## config.mk

```make
export PLATFORM = sky130hd
export DESIGN_NAME = tab_expanding_line_window
export DESIGN_NICKNAME = d
export VERILOG_FILES = /design/src/rtl/tel_pkg.sv /design/src/rtl/tel_render.sv /design/src/rtl/tel_out_queue.sv /design/src/rtl/tab_expanding_line_window.sv
export SDC_FILE = /design/constraint.sdc
export NUM_CORES = 1
export LEC_CHECK = 0
export BUFFER_PORTS_ARGS = -buffer_cell sky130_fd_sc_hd__buf_2
export CAP_MARGIN = 20
export CORE_MARGIN = 2
export CORE_UTILIZATION = 45
export CTS_CLUSTER_DIAMETER = 150
export CTS_CLUSTER_SIZE = 28
export DETAILED_ROUTE_END_ITERATION = 6
export PLACE_DENSITY = 0.62
export SLEW_MARGIN = 20
export SYNTH_ARGS = -nofsm -noshare
export SYNTH_HDL_FRONTEND = slang
export SYNTH_SLANG_ARGS = --single-unit
```

## constraint.sdc

```tcl
create_clock -name clk -period 27.8 [get_ports clk]
set_input_delay 1.39 -clock clk [delete_from_list [all_inputs] [get_ports clk]]
set_output_delay 1.39 -clock clk [all_outputs]
set_load 0.01 [all_outputs]
```

## src/rtl/tel_pkg.sv

```systemverilog
// tel_pkg: shared types and constants for the tab expanding line window
// holds the result record, the queue push record and the register indexes
// no dependencies
package tel_pkg;

  localparam int TAB_STOP       = 4;
  localparam int MAX_LINE_BYTES = 4095;

  localparam int BYTE_W   = 8;
  localparam int LEFT_W   = 12;
  localparam int SCROLL_W = 16;
  localparam int VIEW_W   = 9;
  localparam int REP_W    = 9;
  localparam int COL_W    = 17;
  localparam int PHASE_W  = (TAB_STOP > 1) ? $clog2(TAB_STOP) : 1;
  localparam int STEP_W   = $clog2(TAB_STOP + 1);
  localparam int IDX_W    = 1;
  localparam int CFG_W    = 16;
  localparam int IN_TDATA_W  = 24;
  localparam int OUT_TDATA_W = 24;

  localparam logic [IDX_W-1:0] REG_SCROLL_OFFSET = 1'b0;
  localparam logic [IDX_W-1:0] REG_VIEW_WIDTH    = 1'b1;

  localparam logic [VIEW_W-1:0] VIEW_WIDTH_RESET = 9'd80;

  localparam logic [BYTE_W-1:0] CH_TAB      = 8'h09;
  localparam logic [BYTE_W-1:0] CH_SPACE    = 8'h20;
  localparam logic [BYTE_W-1:0] CH_DEL      = 8'h7F;
  localparam logic [BYTE_W-1:0] CH_QUESTION = 8'h3F;

  typedef struct packed {
    logic              done;
    logic [REP_W-1:0]  rep;
    logic [BYTE_W-1:0] ch;
  } tel_res_t;

  typedef struct packed {
    logic [1:0] n;
    tel_res_t   r0;
    tel_res_t   r1;
  } tel_push_t;

endpackage

```

## src/rtl/tel_render.sv

```systemverilog
// tel_render: input register, line state and per-byte rendering logic
// emits up to two result records per byte into the output queue
// depends on tel_pkg
module tel_render (
  input  logic                          clk,
  input  logic                          rst_n,
  input  logic                          in_valid,
  output logic                          in_ready,
  input  logic [tel_pkg::BYTE_W-1:0]    in_ch,
  input  logic [tel_pkg::LEFT_W-1:0]    in_left,
  input  logic                          cfg_we,
  input  logic [tel_pkg::IDX_W-1:0]     cfg_index,
  input  logic [tel_pkg::CFG_W-1:0]     cfg_data,
  input  logic                          room2,
  output tel_pkg::tel_push_t            push
);
  import tel_pkg::*;

  logic                  ir_valid_r, ir_valid_nxt;
  logic [BYTE_W-1:0]     ir_ch_r;
  logic [LEFT_W-1:0]     ir_left_r;
  logic                  fire;

  logic [SCROLL_W-1:0]   scroll_r;
  logic [VIEW_W-1:0]     view_r;

  logic [COL_W-1:0]      col_r, col_nxt;
  logic [PHASE_W-1:0]    phase_r, phase_nxt;
  logic [VIEW_W-1:0]     shown_r, shown_nxt;
  logic [1:0]            trail_r, trail_nxt;
  logic                  tvis_r, tvis_nxt;

  logic [LEFT_W-1:0]     left;
  logic [1:0]            seq_m1;
  logic                  is_tab, is_ctrl, full, vis, line_end;
  logic [STEP_W-1:0]     step;
  logic [COL_W:0]        next_col, start_col, span;
  logic [VIEW_W-1:0]     room, cnt, pad;
  logic                  e_valid;
  tel_res_t              e_res, m_res;

  assign fire     = ir_valid_r && room2;
  assign in_ready = !ir_valid_r || fire;

  always_comb begin
    ir_valid_nxt = ir_valid_r;
    if (in_valid && in_ready) begin
      ir_valid_nxt = 1'b1;
    end else if (fire) begin
      ir_valid_nxt = 1'b0;
    end
  end

  always_ff @(posedge clk) begin
    if (!rst_n) begin
      ir_valid_r <= 1'b0;
    end else begin
      ir_valid_r <= ir_valid_nxt;
    end
    if (in_valid && in_ready) begin
      ir_ch_r   <= in_ch;
      ir_left_r <= in_left;
    end
  end

  always_ff @(posedge clk) begin
    if (!rst_n) begin
      scroll_r <= '0;
      view_r   <= VIEW_WIDTH_RESET;
    end else if (cfg_we) begin
      case (cfg_index)
        REG_SCROLL_OFFSET: scroll_r <= cfg_data[SCROLL_W-1:0];
        REG_VIEW_WIDTH:    view_r   <= cfg_data[VIEW_W-1:0];
        default:           ;
      endcase
    end
  end

  // utf-8 sequence length minus one, zero when fewer bytes are left than the sequence needs
  always_comb begin
    seq_m1 = 2'd0;
    if (ir_ch_r[7:5] == 3'b110 && left >= LEFT_W'(2)) begin
      seq_m1 = 2'd1;
    end else if (ir_ch_r[7:4] == 4'b1110 && left >= LEFT_W'(3)) begin
      seq_m1 = 2'd2;
    end else if (ir_ch_r[7:3] == 5'b11110 && left >= LEFT_W'(4)) begin
      seq_m1 = 2'd3;
    end
  end

  assign left     = (ir_left_r > LEFT_W'(MAX_LINE_BYTES)) ? LEFT_W'(MAX_LINE_BYTES) : ir_left_r;
  assign line_end = (left <= LEFT_W'(1));
  assign is_tab   = (ir_ch_r == CH_TAB);
  assign is_ctrl  = (ir_ch_r < CH_SPACE) || (ir_ch_r == CH_DEL);
  assign full     = (shown_r >= view_r);
  assign step     = is_tab ? STEP_W'(TAB_STOP) - STEP_W'(phase_r) : STEP_W'(1);
  assign next_col = {1'b0, col_r} + (COL_W+1)'(step);
  assign vis      = (next_col > (COL_W+1)'(scroll_r));
  assign start_col = ({1'b0, col_r} > (COL_W+1)'(scroll_r)) ? {1'b0, col_r}
                                                          : (COL_W+1)'(scroll_r);
  assign span     = next_col - start_col;
  assign room     = view_r - shown_r;
  assign cnt      = (VIEW_W'(span[STEP_W-1:0]) > room) ? room : VIEW_W'(span[STEP_W-1:0]);

  always_comb begin
    col_nxt   = col_r;
    phase_nxt = phase_r;
    shown_nxt = shown_r;
    trail_nxt = trail_r;
    tvis_nxt  = tvis_r;
    e_valid   = 1'b0;
    e_res     = '{done: 1'b0, rep: REP_W'(1), ch: ir_ch_r};
    m_res     = '{done: 1'b1, rep: '0, ch: CH_SPACE};
    pad       = '0;
    push      = '0;

    if (left != '0) begin
      if (trail_r != 2'd0) begin
        trail_nxt = trail_r - 2'd1;
        e_valid   = tvis_r;
      end else begin
        trail_nxt = seq_m1;
        tvis_nxt  = 1'b0;
        if (!full) begin
          col_nxt = next_col[COL_W-1:0];
          if (is_tab || phase_r == PHASE_W'(TAB_STOP - 1)) begin
            phase_nxt = '0;
          end else begin
            phase_nxt = phase_r + PHASE_W'(1);
          end
          if (vis) begin
            if (is_tab) begin
              e_valid   = 1'b1;
              e_res.ch  = CH_SPACE;
              e_res.rep = cnt;
              shown_nxt = shown_r + cnt;
            end else if (is_ctrl) begin
              e_valid   = 1'b1;
              e_res.ch  = CH_QUESTION;
              shown_nxt = shown_r + VIEW_W'(1);
            end else if (col_r >= COL_W'(scroll_r)) begin
              e_valid   = 1'b1;
              shown_nxt = shown_r + VIEW_W'(1);
              tvis_nxt  = 1'b1;
            end
          end
        end
      end
    end

    push.r0 = e_res;
    push.n  = {1'b0, e_valid};

    if (line_end) begin
      pad = (view_r > shown_nxt) ? view_r - shown_nxt : '0;
      m_res.rep = pad;
      if (pad == '0 && e_valid) begin
        push.r0.done = 1'b1;
      end else if (e_valid) begin
        push.r1 = m_res;
        push.n  = 2'd2;
      end else begin
        push.r0 = m_res;
        push.n  = 2'd1;
      end
      col_nxt   = '0;
      phase_nxt = '0;
      shown_nxt = '0;
      trail_nxt = 2'd0;
      tvis_nxt  = 1'b0;
    end

    if (!fire) begin
      push.n = 2'd0;
    end
  end

  always_ff @(posedge clk) begin
    if (!rst_n) begin
      col_r   <= '0;
      phase_r <= '0;
      shown_r <= '0;
      trail_r <= 2'd0;
      tvis_r  <= 1'b0;
    end else if (fire) begin
      col_r   <= col_nxt;
      phase_r <= phase_nxt;
      shown_r <= shown_nxt;
      trail_r <= trail_nxt;
      tvis_r  <= tvis_nxt;
    end
  end

  // a line end always leaves a result carrying the end flag
  a_end_pushes: assert property (@(posedge clk) disable iff (!rst_n)
    (fire && line_end) |-> (push.n != 2'd0))
    else $error("line end without result");

  a_end_flag: assert property (@(posedge clk) disable iff (!rst_n)
    (fire && !line_end) |-> (!push.r0.done && push.n != 2'd2))
    else $error("end flag or second result mid line");

  a_end_clears: assert property (@(posedge clk) disable iff (!rst_n)
    (fire && line_end) |=> (col_r == '0 && shown_r == '0 && trail_r == 2'd0))
    else $error("line state not cleared at line end");

endmodule

```

## src/rtl/tel_out_queue.sv

```systemverilog
// tel_out_queue: four-entry result queue between the renderer and the result channel
// takes up to two records per cycle, hands out one per transaction
// depends on tel_pkg
module tel_out_queue (
  input  logic               clk,
  input  logic               rst_n,
  input  tel_pkg::tel_push_t push,
  output logic               room2,
  output logic               head_valid,
  input  logic               head_ready,
  output tel_pkg::tel_res_t  head
);
  import tel_pkg::*;

  localparam int DEPTH = 4;
  localparam int PTR_W = $clog2(DEPTH);

  tel_res_t            slot_r [DEPTH];
  logic [PTR_W-1:0]    wp_r, wp_nxt, rp_r, rp_nxt;
  logic [PTR_W:0]      cnt_r, cnt_nxt;
  logic                pop;

  assign head_valid = (cnt_r != '0);
  assign head       = slot_r[rp_r];
  assign pop        = head_valid && head_ready;
  assign room2      = (cnt_r <= (PTR_W+1)'(DEPTH - 2));

  always_comb begin
    wp_nxt  = wp_r + PTR_W'(push.n);
    rp_nxt  = rp_r + PTR_W'(pop);
    cnt_nxt = cnt_r + (PTR_W+1)'(push.n) - (PTR_W+1)'(pop);
  end

  always_ff @(posedge clk) begin
    if (!rst_n) begin
      wp_r  <= '0;
      rp_r  <= '0;
      cnt_r <= '0;
    end else begin
      wp_r  <= wp_nxt;
      rp_r  <= rp_nxt;
      cnt_r <= cnt_nxt;
    end
  end

  always_ff @(posedge clk) begin
    if (push.n != 2'd0) begin
      slot_r[wp_r] <= push.r0;
    end
    if (push.n == 2'd2) begin
      slot_r[wp_r + PTR_W'(1)] <= push.r1;
    end
  end

  a_no_overflow: assert property (@(posedge clk) disable iff (!rst_n)
    (push.n != 2'd0) |-> room2)
    else $error("push without room");

  a_count_bound: assert property (@(posedge clk) disable iff (!rst_n)
    cnt_r <= (PTR_W+1)'(DEPTH))
    else $error("queue count out of range");

  // a waiting head stays put until it is taken
  a_head_stable: assert property (@(posedge clk) disable iff (!rst_n)
    (head_valid && !head_ready) |=> (head_valid && $stable(head)))
    else $error("head changed while waiting");

endmodule

```

## src/rtl/tab_expanding_line_window.sv

```systemverilog
// tab_expanding_line_window: renders a horizontal window of a text line, one byte per transaction
// a byte passes the input register, then the result queue, before its result is offered
// one byte per cycle while not stalled; a glyph plus padding at a line end makes two results
// the input stalls while more than two results wait in the four-entry result queue
// reset: line state and queue cleared, scroll offset 0, view width 80
// depends on tel_pkg, tel_render, tel_out_queue
module tab_expanding_line_window (
  input  logic                               clk,
  input  logic                               rst_n,
  input  logic                               in_tvalid,
  output logic                               in_tready,
  input  logic [tel_pkg::IN_TDATA_W-1:0]     in_tdata,   // in_byte, bytes_left
  output logic                               out_tvalid,
  input  logic                               out_tready,
  output logic [tel_pkg::OUT_TDATA_W-1:0]    out_tdata,  // out_byte, repeat_res
  output logic                               out_tlast,
  input  logic                               cfg_we,
  input  logic [tel_pkg::IDX_W-1:0]          cfg_index,
  input  logic [tel_pkg::CFG_W-1:0]          cfg_data
);
  import tel_pkg::*;

  tel_push_t push;
  tel_res_t  head;
  logic      room2;

  tel_render u_render (
    .clk       (clk),
    .rst_n     (rst_n),
    .in_valid  (in_tvalid),
    .in_ready  (in_tready),
    .in_ch     (in_tdata[BYTE_W-1:0]),
    .in_left   (in_tdata[BYTE_W+LEFT_W-1:BYTE_W]),
    .cfg_we    (cfg_we),
    .cfg_index (cfg_index),
    .cfg_data  (cfg_data),
    .room2     (room2),
    .push      (push)
  );

  tel_out_queue u_queue (
    .clk        (clk),
    .rst_n      (rst_n),
    .push       (push),
    .room2      (room2),
    .head_valid (out_tvalid),
    .head_ready (out_tready),
    .head       (head)
  );

  assign out_tdata = {(OUT_TDATA_W-BYTE_W-REP_W)'(0), head.rep, head.ch};
  assign out_tlast = head.done;

endmodule

```

==> flow_summary.ini <==
[drt]
vias_per_cell = 5.71
drt_iter0_drc = 589
avgRoutedWirePerCell_um = 17.4
final_antenna_net_count = 0
drc_errors = 0
totalWireLength_mm = 24.1
firstDrtPassIters = 6
num_vias = 7903

[synth]
async_reset_ff_share_pct = 0
netlist-cell-type-count = 77
synth-seq-area-share_pct = 39.0
synth_top_area_share_pct = 19.9
synth_seq_cells = 156
yosysTopAreaCell = edfxtp_1
synth-edff-count = 64
ys_warn_count = 0
syn-instance-count = 1045
syn_area_um2 = 9640
syn_avg_cell_area_um2 = 9.23
netlist_top_cells_area = edfxtp_1 (20%), dfxtp_1 (19%), ha_1 (9.3%)
ys.flop_type = dfxtp_1

[sta]
finalHoldViolCount = 0
tns_ns = 0
worst_pin_slew_ns = 1.05
rsz0062_at_grt = no
hold_slack_ns = 0.453
max_freq_mhz = 92.2
setup_violations = 0
min_period_ns = 10.84
timing.slew.headroom_pct = 30.1
skew_ns = 0.0113
report.final.slew_viol_count = 0
min_period_over_period_pct = 39.0

[place]
place_hpwl_mm = 17.8
routabilityCongestion = 0.888
io_buffer_count = 61
placed_cell_area_um2 = 10200

[finish]
fillerInstances = 1976
fin_area_um2 = 10800
mostFrequentLayoutCells = nand2_1 (133), nor2_1 (95), dfxtp_1 (92)
area.growth.synth_to_final_pct = 11.5
final_common_cell = nand2_1
drive_gt1_share_pct = 13.2
insertedDiodeCount = 0
nets = 1221

[critical_path]
critPathMostFrequentCell = ha_1
cp_slowest_cell = and4_1
worst_setup_path_start_kind = flop
required_ns = 28.16
endpoint_kind = flop
r2r_slack_ns = 16.96
worstSetupPathType = flop to flop
path_max_fanout = 12
slowest_delay_ns = 0.54
arrival_ns = 11.20

[power]
p_per_area_nw_per_um2 = 59.4
peakVddDrop_uv = 43.3
leakagePower_uw = 0.00422

[cts]
cts_hold_buffers = 0
path_clk_slew_ns = 0.07
clock-sinks = 156
ctsHtreeMaxLevel = 4
clk_latency_ns = 0.43
clockRootBuffer = clkbuf_16
cts_setup_buffers = 0
cts_tree = done
cts_buffer_depth = 2
cts-buffers-inserted = 17
cts_resized = 0

[worst_hold_path]
min_path_type = flop to flop

[run_status]
status = completed

[die]
io_pins = 73
die_area_um2 = 22600
num_rows = 53
core_um2 = 21000
die_h_um = 150
die_w_um = 150
initial_core_util_pct = 45.9

[global_routing]
first_global_vias = 7588
overflow = 0
grt_pass1_wl_mm = 39.2
grt_max_degree = 44
gr-usage-all-layers_pct = 22.4
antenna_found_initial = 0

[run]
cap_violations = 0
power breakdown:
part / internal, uW / switching [uW]
combinational: 66.5 / 84.6
sequential: 252 / 11.9
clock: 118 / 106
cell type report:
| cell class | count | area [um^2] | share of cell area [%] |
|---|---|---|---|
| Multi-Input combinational cell | 799 | 5520 | 51.3 |
| Sequential cell | 156 | 3760 | 35.0 |
| Clock buffer | 18 | 429 | 3.99 |
| Timing Repair Buffer | 71 | 380 | 3.54 |
| Tap cell | 275 | 344 | 3.20 |
| Inverter | 52 | 195 | 1.81 |
| Clock inverter | 14 | 128 | 1.19 |
state kept, by name, summed over array words and instances (netlist names), 3 cells and up:
signal and cells:
u_queue.slot_r 72, u_render.ir_left_r 12, u_render.view_r 9, u_render.shown_r 9, u_render.scroll_r 16, u_render.col_r 17
u_queue.cnt_r 3, u_render.ir_ch_r 8
synthesized netlist by cell type (18+ instances only):
| master | n |
|---|---|
| nand2_1 | 133 |
| nor2_1 | 95 |
| dfxtp_1 | 92 |
| ha_1 | 72 |
| a21oi_1 | 71 |
| edfxtp_1 | 64 |
| inv_1 | 51 |
| clkbuf_1 | 37 |
| a21boi_0 | 30 |
| nand3_1 | 28 |
| o21ai_0 | 26 |
| nand4_1 | 24 |
| nor3_1 | 20 |
| xnor2_1 | 20 |
| xor2_1 | 19 |
| mux4_2 | 18 |
cells by family (layout without fill, tap and decap cells):
| family | after synthesis | in the layout | synth area share (%) |
|---|---|---|---|
| simple gates | 390 | 390 | 19.6 |
| compound gates | 253 | 253 | 17.8 |
| flops | 156 | 156 | 39.0 |
| buf+inv | 101 | 155 | 4.29 |
| fa+ha+maj | 78 | 78 | 10.6 |
| xor+xnor | 39 | 39 | 3.54 |
| mux | 27 | 27 | 5.18 |
| other cells | 1 | 12 | 0.0389 |
worst paths after layout:
kind | from | endpoint | cells past startpoint
setup / recovery | u_render.ir_ch_r[7] | u_queue.cnt_r[2] | 44
hold / removal | u_queue.slot_r[3][4] | u_queue.slot_r[3][4] | 2
setup reg to reg | u_render.ir_ch_r[7] | u_queue.cnt_r[2] | 44
hold reg to reg | u_queue.slot_r[3][4] | u_queue.slot_r[3][4] | 2
stage by stage:
step / utilization, % / std cells / power [uW] / setup WS (ns)
after global placement: 48.5 / 1353 / 418 / 17.02
after floorplan: - / 1056 / 375 / 18.35
final: 51.2 / 1385 / 639 / 16.96
after global routing: 51.2 / 1385 / 673 / 16.18
after CTS: 51.2 / 1385 / 645 / 16.98
after detailed placement: 48.5 / 1353 / 420 / 17.05
layer usage:
metal / GRT usage (%) / part of all wire, % / routed length, um / vias to the layer above
li1: - / - / - / 3909
met1: 29.3 / 44 / 10600 / 3744
met2: 37.3 / 48 / 11600 / 211
met3: 3.30 / 4.7 / 1140 / 39
met4: 8.82 / 2.7 / 644 / 0
met5: 0 / 0 / 0 / -
critical path, delay by kind of cell (launching register included):
family	cells	cell delay [ns]
xor+xnor	2	0.36
buf+inv	3	0.20
fa+ha+maj	10	3.32
compound gates	15	2.92
mux	2	0.41
flops	1	0.49
simple gates	12	3.08
Note: power is estimated with default switching activity, not from simulation.
